<file path="src/sv/stfs_pkg.sv">
// Shared types and constants for the seek table floor search block.
// Has no dependencies; every other file imports it.
package stfs_pkg;

    // Table geometry.
    localparam int TABLE_DEPTH = 1024;
    localparam int ADDR_W      = $clog2(TABLE_DEPTH);
    localparam int COUNT_W     = ADDR_W + 1;

    // Field widths and the fixed-point scale of the seek time.
    localparam int DATA_W           = 32;
    localparam int Q_FRAC           = 16;
    localparam int UNITS_PER_SECOND = 88200;
    localparam int UNITS_W          = $clog2(UNITS_PER_SECOND + 1);
    localparam int PROD_W           = DATA_W + UNITS_W;

    // Transaction kinds.
    typedef enum logic [1:0] {
        KIND_CLEAR  = 2'd0,
        KIND_APPEND = 2'd1,
        KIND_QUERY  = 2'd2
    } kind_t;

    // Commands from the controller to the datapath.
    typedef struct packed {
        logic clear;        // Reset the entry count.
        logic append;       // Write the input entry at the count and bump it.
        logic load_query;   // Multiply the seek time into the product register.
        logic init_search;  // Saturate the target and set up the search range.
        logic probe;        // Read the middle entry of the range.
        logic compare;      // Narrow the range on the probed position.
        logic fetch;        // Read the entry at the low bound.
        logic emit;         // Load the found offset into the result register.
        logic emit_empty;   // Load the empty-table answer.
    } stfs_cmd_t;

    // Status from the datapath to the controller.
    typedef struct packed {
        logic count_zero;
        logic count_full;
        logic range_done;
    } stfs_status_t;

endpackage

</file>
<file path="src/sv/stfs_ctrl.sv">
// Controller of the seek table floor search: accepts transactions and
// sequences the scaling, the probe loop and the result. Depends on stfs_pkg.
module stfs_ctrl
    import stfs_pkg::*;
(
    input  logic          clk,
    input  logic          rst_n,
    input  logic          start,
    input  logic [1:0]    kind,
    input  stfs_status_t  status,
    output stfs_cmd_t     cmd,
    output logic          busy,
    output logic          done
);

    typedef enum logic [2:0] {
        ST_IDLE,
        ST_SCALE,
        ST_PROBE,
        ST_COMPARE,
        ST_FETCH
    } state_t;

    state_t state_reg;
    state_t state_next;
    logic   done_reg;
    logic   done_next;
    logic   accept;
    kind_t  kind_in;

    assign accept  = start && (state_reg == ST_IDLE);
    assign kind_in = kind_t'(kind);

    // Next state and commands.
    always_comb
    begin
        state_next = state_reg;
        done_next  = 1'b0;
        cmd        = '0;
        case (state_reg)
            ST_IDLE:
            begin
                if (accept)
                begin
                    case (kind_in)
                        KIND_CLEAR:
                        begin
                            cmd.clear = 1'b1;
                        end
                        KIND_APPEND:
                        begin
                            cmd.append = !status.count_full;
                        end
                        KIND_QUERY:
                        begin
                            cmd.load_query = 1'b1;
                            state_next     = ST_SCALE;
                        end
                        default:
                        begin
                            state_next = ST_IDLE;
                        end
                    endcase
                end
            end
            ST_SCALE:
            begin
                if (status.count_zero)
                begin
                    cmd.emit_empty = 1'b1;
                    done_next      = 1'b1;
                    state_next     = ST_IDLE;
                end
                else
                begin
                    cmd.init_search = 1'b1;
                    state_next      = ST_PROBE;
                end
            end
            ST_PROBE:
            begin
                if (status.range_done)
                begin
                    cmd.fetch  = 1'b1;
                    state_next = ST_FETCH;
                end
                else
                begin
                    cmd.probe  = 1'b1;
                    state_next = ST_COMPARE;
                end
            end
            ST_COMPARE:
            begin
                cmd.compare = 1'b1;
                state_next  = ST_PROBE;
            end
            ST_FETCH:
            begin
                cmd.emit   = 1'b1;
                done_next  = 1'b1;
                state_next = ST_IDLE;
            end
            default:
            begin
                state_next = ST_IDLE;
            end
        endcase
    end

    // State and the registered result strobe.
    always_ff @(posedge clk or negedge rst_n)
    begin
        if (!rst_n)
        begin
            state_reg <= ST_IDLE;
            done_reg  <= 1'b0;
        end
        else
        begin
            state_reg <= state_next;
            done_reg  <= done_next;
        end
    end

    assign busy = (state_reg != ST_IDLE);
    assign done = done_reg;

endmodule

</file>
<file path="config.mk">
export PLATFORM = sky130hd
export DESIGN_NAME = stfs_ctrl
export DESIGN_NICKNAME = d
export VERILOG_FILES = /design/src/sv/stfs_pkg.sv /design/src/sv/stfs_ctrl.sv
export SDC_FILE = /design/constraint.sdc
export NUM_CORES = 1
export LEC_CHECK = 0
export ABC_AREA = 0
export ABC_CLOCK_PERIOD_IN_PS = 1400
export BUFFER_PORTS_ARGS = -buffer_cell sky130_fd_sc_hd__buf_2
export CAP_MARGIN = 20
export CORE_AREA = 2 2 39 41
export CTS_CLUSTER_SIZE = 30
export DETAILED_ROUTE_END_ITERATION = 10
export DIE_AREA = 0 0 41 43
export HOLD_SLACK_MARGIN = 0.08
export PLACE_DENSITY_LB_ADDON = 0.15
export SYNTH_ARGS = -nofsm -noshare
export SYNTH_HDL_FRONTEND = slang
export SYNTH_SLANG_ARGS = --single-unit
</file>
<file path="constraint.sdc">
create_clock -name clk -period 1.4 [get_ports clk]
set_input_delay 0.28 -clock clk [delete_from_list [all_inputs] [get_ports clk]]
set_output_delay 0.28 -clock clk [all_outputs]
set_load 0.02 [all_outputs]
</file>
* Word-level counts from Yosys, hierarchy flattened
Index checks and enable logic that the tools add are counted.
** Operators by class
- Shift-type cells :: 0
- Divide/modulo/power cells :: 0
- Reductions and logical operators :: 7
- Multiply operators :: 0
- Add/sub/neg operators :: 0
- Order comparisons :: 0
- Eq/ne operators :: 8
- Bitwise gates (word level) :: 0
- Mux-type cells :: 21
** Operator list (number)
- 1-bit two-way mux :: 13
- 3-bit two-way mux :: 4
- 3-bit case mux with 4 select lines :: 1
- 3-bit by 2-bit equality test with 1-bit output, second input constant :: 2
- 3-bit case mux with 2 select lines :: 1
- 2-bit inequality test, second input constant :: 2
- 3-bit by 1-bit equality test with 1-bit output, second input constant :: 1
- 3-bit equality test, second input constant :: 1
- 3-bit zero test :: 1
- 3-bit nonzero test :: 1
- 2-bit by 1-bit equality test with 1-bit output, second input constant :: 1
- 2-bit equality test, second input constant :: 1
- 2-bit zero test :: 1
- 2-bit two-way mux :: 1
- 1-bit case mux with 2 select lines :: 1
- 2-bit AND reduction :: 1
- 2-bit OR reduction :: 1
- 1-bit logical AND :: 1
- 1-bit zero test :: 1
** Word-level totals
- RAM bits :: 0
- Logic and storage cells :: 38
- Flip-flop bits (word level) :: 4
- Input port bits :: 8
- Memories :: 0
- Bits in read-only memories :: 0
- Latch bits :: 0

* Logic depth before layout (Yosys ltp)
- Word-level depth :: 5
- Gate-level depth with buffers :: 3
- Depth with buffers taken out :: 3

* Worst setup path after synthesis
Ideal clock, no wire load.
- Kind :: reg-to-output
- From :: register state_reg[1]
- To :: output cmd[8] (netlist bit)
- Data arrival time :: 1338 ps
- Path slack :: -218 ps
- Stages on the path, launching flop included :: 3
- Path buffers :: 0
- Data required time :: 1120 ps
- Path through :: dfrtp_1 or3_4 nor4b_2
** RTL lines
- start, declared :: RTL line stfs_ctrl.sv:24 : state_t state_reg;
- start signal, assigned :: RTL line stfs_ctrl.sv:121 : state_reg <= state_next;
- end, declared :: RTL line stfs_ctrl.sv:11 : output stfs_cmd_t cmd,

==> results_dict.tcl <==
set metrics [dict create \
    fin_area_um2 586 \
    endpoint_kind "output pin" \
    path_class "reg -> out" \
    clkTransAtPathRegs_ns 0.04 \
    p_int_mw 0.430 \
    final.setup_skew_ns 0.00365 \
    slew_headroom_pct 86.6 \
    swShare_pct 35.3 \
    total_power_mw 0.665 \
    grt_max_degree 11 \
    synthArstFlopShare_pct 100 \
    setup_violations 10 \
    p_sw_mw 0.235 \
    viasPerCell 4.54 \
    tritoncts "done" \
    ys_dominant_reg_cell "dfrtp_1" \
    timing.final.crit_share_pct 121 \
    seqPwrFrac_pct 22.0 \
    crit_slowest_cell "or3_4" \
    r2r_start "state_reg[0]" \
    final_layout_size_suffix_gt1_share_pct 71.7 \
    clock-sinks 4 \
    clock_path_buffers 2 \
    drc_errors 0 \
    ys_types 17 \
    antenna_found_initial 0 \
    p_clk_share_pct 21.4 \
    synthCells 26 \
    area_growth_pct 125 \
    hold_viol_final 0 \
    yosysSeqAreaShare_pct 38.5 \
    synth_top_area_share_pct 38.5 \
    synthTopCellsByCount "4 x dfrtp_1, 4 x nor3_1, 2 x buf_2, 2 x nand4bb_1, 2 x nor4b_2" \
    cts_root_buf "clkbuf_4" \
    synth.area.top_cells "dfrtp_1 38%, nor4b_2 12%, nand4bb_1 8.7%" \
    r2r_end "done" \
    dpl_cell_area_um2 403 \
    drt-pass1-iter-count 2 \
    fmax_mhz 589 \
    setup_slack_ns -0.298 \
    pwr-share-comb_pct 56.6 \
    avgSynthCellArea_um2 10.0 \
    ir_drop_v 0.000426 \
    port_buffers 18 \
    postRouteWirelength_um 858 \
    clkLatencyLatePin_ns 0.23 \
    finalMaxSlewViolations 0 \
    run_status "finished with violations" \
    netlist_area_um2 260 \
    dieArea_um2 1760 \
    period_needed_ns 1.70 \
    startpoint_type "flop" \
    worst-path-max-fanout 2 \
    violations "negative setup slack" \
    grt_overflow 0 \
    crit_required_ns 1.12 \
    hp-start "status[0]" \
    hold_end "state_reg[2]" \
    path_cells "or3_4 -> nor4b_4 -> buf_4" \
    num_antenna_cells 0 \
    worst_pin_slew_ns 0.199 \
    ios 19 \
    hp-class "in -> reg" \
    drv_cap 0 \
    yosysTopAreaCell "dfrtp_1" \
    synth_nets 34 \
    drtIter0Drc 1 \
    powerDensity_nw_per_um2 1140 \
    antenna_left 0 \
    vias 313 \
    r2r_slack_ns 0.28 \
    grt_pass1_vias 328 \
    post-dp-hpwl_um 576 \
    postLayoutCoreUtil_pct 42.3 \
    core_area_um2 1380 \
    htreeDepth 1 \
    synth-edff-count 0 \
    leakage_nw 0.283 \
    globalplace.congestion 0.690 \
    grtUsageTotal_pct 11.3 \
    die_w_um 41 \
    largest_register_ffs 3 \
    timing.hold.ws_ns 0.345 \
    nNetsFinal 63 \
    rsz0062_at_grt "true" \
    start_util_pct 18.8 \
    synth_seq_cells 4 \
    ys.warnings.count 0 \
    wl_per_cell_um 12.4 \
    die_y_um 43 \
    reg2reg_depth 4 \
    worst_ep_arrival_time_ns 1.42 \
    slowest_delay_ns 0.41 \
    cts_buffers 3 \
    min_path_cells 3 \
    grt_pass1_wl_um 1280 \
    row_count 14 \
]
metrics by stage:
stage | setup WS [ns] | setup TNS [ns] | std cells
finish | -0.298 | -1.35 | 69
global route | -0.331 | -1.78 | 69
CTS | -0.319 | -1.29 | 66
detailed placement | -0.102 | -0.102 | 61
global placement | -0.0689 | -0.0689 | 61
floorplan | -0.120 | -0.162 | 26
area by class of cell:
class | instances | area, um^2
clock buffer | 3 | 22.5
fill | 143 | 798
inverter | 1 | 3.75
multi-input combinational | 19 | 223
sequential | 4 | 100
tap | 16 | 20.0
timing repair buffer | 26 | 216
kinds of logic (layout without fill, tap and decap cells):
kind of cell | Yosys count | count (layout) | share of synthesized area, %
and+or+nand+nor | 16 | 16 | 49.5
DFF | 4 | 4 | 38.5
AOI/OAI and AO/OA | 3 | 3 | 6.73
buffers and inverters | 3 | 30 | 5.29
cell usage in the layout, fill, tap and decap left out, types with 3 or more instances in the layout:
cell / Yosys / layout
buf_2: 2 / 8
buf_4: 0 / 10
nor3_2: 0 / 3
clkbuf_4: 0 / 3
dfrtp_1: 4 / 4
nor4b_4: 0 / 3
buf_6: 0 / 5
repair_timing:
item	CTS	global route
pin swaps	3	6
hold buffers	1	0
buffers inserted	1	3
endpoints found under the setup margin	10	10
endpoints found under the hold margin	4	0
gates resized for setup	15	9
critical path: cells and delay by family (launching register included):
family / cells / cell delay, ns
AND/OR/NAND/NOR: 2 / 0.63
flip-flops: 1 / 0.38
buffers and inverters: 1 / 0.18
power groups by stage:
stage,logic [mW],registers [mW],clock network [mW]
global route,0.402,0.148,0.150
detailed placement,0.243,0.145,0
global placement,0.240,0.144,0
CTS,0.319,0.144,0.146
floorplan,0.143,0.160,0
finish,0.376,0.146,0.143
how the worst max path moves through the flow:
stage	slack [ns]	start	end
finish	-0.30	state_reg[0]	cmd[8]
global route	-0.33	state_reg[0]	cmd[8]
CTS	-0.32	state_reg[1]	cmd[8]
detailed placement	-0.10	state_reg[2]	cmd[8]
global placement	-0.07	state_reg[2]	cmd[8]
floorplan	-0.12	state_reg[1]	cmd[8]
routing by layer:
layer / up-vias / global-route usage (%) / part of all wire [%]
li1: 153 / - / -
met2: 14 / 18.1 / 57
met4: 0 / 10.0 / 0
met3: 0 / 3.66 / 7.8
met1: 146 / 10.4 / 36
met5: - / 0 / 0
No activity file was read; power rests on OpenSTA's default activity.
